File: src/rtl/core/tmep_pkg.sv
// ----------------------------------------------------------------------------
// tmep_pkg
// shared types, constants and helpers of the table-map event parser
// ----------------------------------------------------------------------------
package tmep_pkg;

    localparam int HEADER_LEN       = 19;
    localparam int TABLE_ID_LEN     = 6;
    localparam int MAX_COLUMN_COUNT = 4096;
    localparam int IDX_W            = $clog2(MAX_COLUMN_COUNT);
    localparam int COL_W            = IDX_W + 1;
    localparam int STORE_DEPTH      = MAX_COLUMN_COUNT;

    localparam logic [2:0] K_TABLE_ID = 3'd0;
    localparam logic [2:0] K_DB_BYTE  = 3'd1;
    localparam logic [2:0] K_TBL_BYTE = 3'd2;
    localparam logic [2:0] K_COL_TYPE = 3'd3;
    localparam logic [2:0] K_COL_META = 3'd4;
    localparam logic [2:0] K_NULL_MAP = 3'd5;
    localparam logic [2:0] K_END      = 3'd6;

    localparam logic [1:0] ST_OK        = 2'd0;
    localparam logic [1:0] ST_TRUNCATED = 2'd1;
    localparam logic [1:0] ST_TOO_MANY  = 2'd2;

    typedef enum logic [3:0] {
        PH_HEADER, PH_TABLEID, PH_FLAGS, PH_DBLEN, PH_DBNAME, PH_DBNUL,
        PH_TBLLEN, PH_TBLNAME, PH_TBLNUL, PH_COLCNT, PH_TYPES, PH_METALEN,
        PH_META, PH_BITMAP, PH_DISCARD
    } phase_t;

    typedef enum logic [1:0] {
        C_IDLE, C_DECIDE, C_LOOK, C_OUT
    } ctl_state_t;

    typedef struct packed {
        logic capture;
        logic step;
        logic found;
        logic rd_cur;
        logic skip;
        logic pop;
    } dp_cmd_t;

    typedef struct packed {
        logic need_walk;
        logic skip;
        logic skip_end;
        logic res_valid;
        logic res_last;
    } dp_stat_t;

    typedef struct packed {
        logic [2:0]       kind;
        logic [IDX_W-1:0] idx;
        logic [47:0]      val;
        logic [1:0]       st;
        logic             bc;
    } rec_t;

    function automatic logic [1:0] meta_size(input logic [7:0] t);
        logic [1:0] sz;
        case (t) inside
            8'd15, 8'd253, 8'd254, 8'd246, 8'd16, 8'd247, 8'd248:  sz = 2'd2;
            8'd249, 8'd250, 8'd251, 8'd252, 8'd4, 8'd5,
            8'd17, 8'd18, 8'd19:                                   sz = 2'd1;
            default:                                               sz = 2'd0;
        endcase
        return sz;
    endfunction

endpackage

File: src/rtl/core/tmep_ctrl.sv
// ----------------------------------------------------------------------------
// tmep_ctrl
// sequencer: accept a byte, walk the type store if needed, drain records
// ----------------------------------------------------------------------------
module tmep_ctrl (
    input  logic              clk,
    input  logic              rst_n,
    input  logic              in_valid,
    output logic              in_ready,
    output logic              out_valid,
    input  logic              out_ready,
    output tmep_pkg::dp_cmd_t cmd,
    input  tmep_pkg::dp_stat_t stat
);
    import tmep_pkg::*;

    ctl_state_t state_reg, state_next;

    always_ff @(posedge clk or negedge rst_n)
    begin
        if (!rst_n)
        begin
            state_reg <= C_IDLE;
        end
        else
        begin
            state_reg <= state_next;
        end
    end

    always_comb
    begin
        state_next = state_reg;
        unique case (state_reg)
            C_IDLE:
            begin
                if (in_valid)
                begin
                    state_next = C_DECIDE;
                end
            end
            C_DECIDE:
            begin
                state_next = stat.need_walk ? C_LOOK : C_OUT;
            end
            C_LOOK:
            begin
                if (!stat.skip)
                begin
                    state_next = C_OUT;
                end
                else if (stat.skip_end)
                begin
                    state_next = C_DECIDE;
                end
            end
            C_OUT:
            begin
                if (!stat.res_valid || (out_ready && stat.res_last))
                begin
                    state_next = C_IDLE;
                end
            end
            default: state_next = C_IDLE;
        endcase
    end

    always_comb
    begin
        cmd       = '0;
        in_ready  = 1'b0;
        out_valid = 1'b0;
        unique case (state_reg)
            C_IDLE:
            begin
                in_ready    = 1'b1;
                cmd.capture = in_valid;
            end
            C_DECIDE:
            begin
                cmd.rd_cur = stat.need_walk;
                cmd.step   = !stat.need_walk;
            end
            C_LOOK:
            begin
                cmd.skip  = stat.skip;
                cmd.step  = !stat.skip;
                cmd.found = !stat.skip;
            end
            C_OUT:
            begin
                out_valid = stat.res_valid;
                cmd.pop   = stat.res_valid && out_ready;
            end
            default: ;
        endcase
    end
endmodule

File: config.mk
export PLATFORM = sky130hd
export DESIGN_NAME = tmep_ctrl
export DESIGN_NICKNAME = d
export VERILOG_FILES = /design/src/rtl/core/tmep_pkg.sv /design/src/rtl/core/tmep_ctrl.sv
export SDC_FILE = /design/constraint.sdc
export NUM_CORES = 1
export LEC_CHECK = 0
export ABC_CLOCK_PERIOD_IN_PS = 2500
export BUFFER_PORTS_ARGS = -buffer_cell sky130_fd_sc_hd__buf_4
export CORE_AREA = 2 2 39 41
export DETAILED_ROUTE_END_ITERATION = 8
export DIE_AREA = 0 0 41 43
export PLACE_DENSITY_LB_ADDON = 0.25
export SLEW_MARGIN = 20
export SYNTH_ARGS = -nofsm -noshare
export SYNTH_HDL_FRONTEND = slang
export SYNTH_SLANG_ARGS = --single-unit
export TNS_END_PERCENT = 5
File: constraint.sdc
create_clock -name clk -period 2.5 [get_ports clk]
set_clock_uncertainty 0.05 [all_clocks]
set_input_delay 0.125 -clock clk [delete_from_list [all_inputs] [get_ports clk]]
set_output_delay 0.125 -clock clk [all_outputs]
set_load 0.1 [all_outputs]
### Yosys cells after proc, flatten, opt, wreduce, memory -nomap -nowiden

Index checks and enable logic that the tools add are counted.

| storage, ports and cells | value |
|---|---|
| flip-flop bits (word level) | 2 |
| bits in latches | 0 |
| bits in writable memories | 0 |
| memory bits (read-only) | 0 |
| input port bits | 9 |
| output and inout bits | 8 |
| word-level logic and storage cells | 29 |
| memories | 0 |

| cells by class | value |
|---|---|
| add/subtract/negate cells | 0 |
| $mul | 0 |
| divide/modulo/power cells | 0 |
| order comparisons | 0 |
| equality and inequality tests | 6 |
| shift operators | 0 |
| multiplexer cells | 14 |
| bitwise logic cells | 0 |
| reductions and logical operators | 8 |

Operator list:

| kind | number |
|---|---|
| $mux W1 | 8 |
| $mux W2 | 4 |
| $pmux W2 S4 | 1 |
| $eq A2 B2 Y1 const B | 2 |
| $ne A2 B2 Y1 const B | 2 |
| $logic_not A1 Y1 | 3 |
| $ne A3 B3 Y1 const B | 1 |
| $reduce_and A3 Y1 | 1 |
| $eq A2 B1 Y1 const B | 1 |
| $logic_and A1 B1 Y1 | 2 |
| $logic_not A2 Y1 | 1 |
| $pmux W1 S2 | 1 |
| $logic_or A1 B1 Y1 | 1 |

### Longest topological paths before layout

| depth | value |
|---|---|
| depth in word-level cells | 4 |
| depth in mapped cells | 6 |
| gate-level depth less buffers | 6 |

### Worst setup path after synthesis

No wires, ideal clock.

| timing path | value |
|---|---|
| kind | reg2out |
| from | reg state_reg[0] |
| to | out cmd[4] in the netlist's numbering |
| data arrival time | 2.966 ns |
| required time | 2.325 ns |
| setup slack | -0.641 ns |
| stages on the path, launching flop included | 5 |
| buffers on the path | 0 |
| cells stage by stage | dfrtp_1 -> inv_1 -> ha_1 -> nor2b_1 -> o21a_1 |

RTL lines:

| item | line | text |
|---|---|---|
| start, declared | tmep_ctrl.sv:17 | `ctl_state_t state_reg, state_next;` |
| start signal, assigned | tmep_ctrl.sv:27 | `state_reg <= state_next;` |
| end, declared | tmep_ctrl.sv:12 | `output tmep_pkg::dp_cmd_t cmd,` |

### Worst setup path in the final report

| timing path | value |
|---|---|
| from | reg state_reg[1] |
| to | reg state_reg[0] |

| on the way | value |
|---|---|
| longest elaborated chain between the ends | 3 |
| elaborated cells between the ends (all ways) | 9 |
| those cells by class | eq/ne (6); mux (1); reduce/logical (2) |

Ends and longest elaborated chain:

| item | line | text |
|---|---|---|
| $eq A2 B2 Y1 / $logic_not A2 Y1 (equally long branches) | tmep_ctrl.sv:34 | `unique case (state_reg)` |
| $ne A3 B3 Y1 (no line) / $ne A2 B2 Y1 (equally long branches) | - |  |
| $reduce_and A3 Y1 (no line) | - |  |

Parallel ways exist; a longest one is shown, timed or not.
A chain may end at the register's enable or synchronous reset.

==> qor.yml <==
logic_synthesis:
  synth-compound-area-share_pct: 27.32
  synthMuxAreaShare_pct: 0
  ys_warn_count: 0
  synth_cell_type_count: 16
  syn_area_sq_um: 229.0
  ys_seq_area_share_pct: 21.86
  synth-xor-area-share_pct: 0
  yosys.area.top_type: "dfrtp_1"
  synth_fa_ha_area_share_pct: 21.86
  postSynthAreaPerCell_sq_um: 9.159
  yosys-top-cells-area: "dfrtp_1, ha_1, a21boi_4"
  syn_nets: 38
  yosys_register_bits: 2
  synth_top_family_by_area: "compound AO/OA/AOI/OAI gates"
  synthSimpleGateAreaFrac_pct: 22.40
  syn-instance-count: 25
  synth_top_area_share_pct: 21.86
global_route:
  grt_max_degree: 6
  gr-total-overflow: 0
  grtUsageTotal_pct: 7.715
  grt_pass1_wl_um: 869
  grt_pass1_vias: 250
  antenna_found_initial: 0
route:
  drt_iter0_markers: 0
  ant_nets: 0
  drt-pass1-iter-count: 1
  via_count: 240
  routedWlPerCell_um: 8.689
  drc_errors: 0
  viasPerCell: 3.934
  wirelength_um: 530
outcome:
  outcome: "finished clean"
critical_path:
  cpMostUsedCell: "inv_1"
  path_cells: "inv_1 -> ha_1 -> inv_1 -> o22ai_1 -> or3_1 -> o32a_1"
  required_ps: 2550
  max_stage_delay_ps: 400
  crit_path_top_delay_cell: "dfrtp_1"
  worstSetupEndpointType: "flip-flop"
  path_max_fanout: 5
  setup.worst_path.class: "reg -> reg"
  start_kind: "flip-flop"
  crit_arrival_ps: 1820
  r2r_slack_ps: 740
place:
  io_buffers: 16
  gp_congestion: 0.6392
  dpl-instance-area_sq_um: 376.6
  dpl.hpwl_um: 448.7
clock_tree:
  cts_tree: "built"
  cts_buffers: 3
  cts.reportedPaths.clkPinSlew_ps: 30
  cts_sinks: 2
  cts_root_buf: "clkbuf_4"
  cts_max_level: 1
  postCtsSetupBuffers: 0
  clock_path_buffers: 2
  insertion_delay_ps: 220
timing:
  post-route-period-util_pct: 70.55
  hold_violations: 0
  finalCriticalPeriod_ps: 1764
  max_freq_mhz: 567.0
  tns_ps: 0
  rsz0062_at_grt: "no"
  slew_violations: 0
  relSlewSlack_pct: 81.54
  worstMarginPinSlew_ps: 279.2
  setup_violations: 0
floorplanning:
  rows: 14
  dieArea_sq_um: 1763
  start_util_pct: 16.55
  core_sq_um: 1384
  die_w_um: 41
  die_y_um: 43
  num_io_pins: 17
cells_and_area:
  drive_above_1_share_pct: 51.11
  final_nets: 60
  area_delta_synth_final_pct: 78.69
  fin_area_sq_um: 409.1
  postLayoutCoreUtil_pct: 29.57
  antenna_cells: 0
  largest_reg_flops: 2
job:
  maxCapViolations: 0
worst_hold_path:
  hold_path_class: "in -> async"
path summary, 6_finish.rpt:
kind                                   start            to  cells after the start
min in group clk                   out_ready  state_reg[1]                      4
max in group asynchronous              rst_n  state_reg[1]                      2
worst min-delay path                   rst_n  state_reg[0]                      2
worst min register to register  state_reg[0]  state_reg[0]                      1
worst max-delay path            state_reg[1]  state_reg[0]                      6
worst max register to register  state_reg[1]  state_reg[0]                      6
critical path: cells and delay by family, from the launching register on:
kind	cells	cell delay (ps)
flops	1	400
buf+inv	2	190
compound gates	2	400
fa+ha+maj	1	230
simple gates	1	370
cells by family after synthesis:
| group | after synthesis |
|---|---|
| buffers and inverters | 4 |
| AO/OA/AOI/OAI | 7 |
| AND/OR/NAND/NOR | 8 |
| flip-flops | 2 |
| adder cells (fa/ha/maj) | 4 |
layer usage:
metal	global-route usage, %	up-vias	share of wire [%]
met5	0	-	0
met4	8.000	0	0
met3	3.141	0	5.7
met2	10.63	8	53
met1	7.987	106	41
li1	-	126	-
final cells by class:
cell class,instances,area (sq um)
Clock buffer,3,22.52
Fill cell,157,974.7
Inverter,4,15.01
Multi-Input combinational cell,19,171.4
Sequential cell,2,50.05
Tap cell,16,20.02
Timing Repair Buffer,17,130.1
layout by cell type, fill, tap and decap left out, drive strengths merged:
master | synthesis | final
a211oi | 1 | 1
a21boi | 1 | 1
and2 | 3 | 3
and3 | 1 | 1
buf | 0 | 16
clkbuf | 0 | 3
dfrtp | 2 | 2
dlygate4sd3 | 0 | 1
ha | 4 | 4
inv | 4 | 4
nand2 | 1 | 1
nor2b | 2 | 2
o21a | 1 | 1
o21ai | 1 | 1
o22ai | 1 | 1
o31ai | 1 | 1
o32a | 1 | 1
or3 | 1 | 1
repair_timing:
| action | CTS | global route |
|---|---|---|
| hold buffers | 1 | 0 |
| endpoints found under the hold margin | 2 | 0 |
| resized for setup | 0 | 0 |
cells in the mapped netlist, drive strengths merged:
master,count
a21boi,1
o32a,1
o31ai,1
o22ai,1
and2,3
nand2,1
o21a,1
and3,1
ha,4
o21ai,1
inv,4
a211oi,1
or3,1
dfrtp,2
nor2b,2
through the flow:
stage	hold WS [ps]	instances	worst slack [ps]
after floorplan	-220.6	25	132.0
after global placement	-141.2	57	718.6
after detailed placement	-141.6	57	730.7
after CTS	167.1	61	731.1
after global routing	191.5	61	615.0
final	170.7	61	736.2
Power is left out: the tool's default activity adds up to more than one toggle a clock period on the data nets, which glitch-free logic cannot reach.
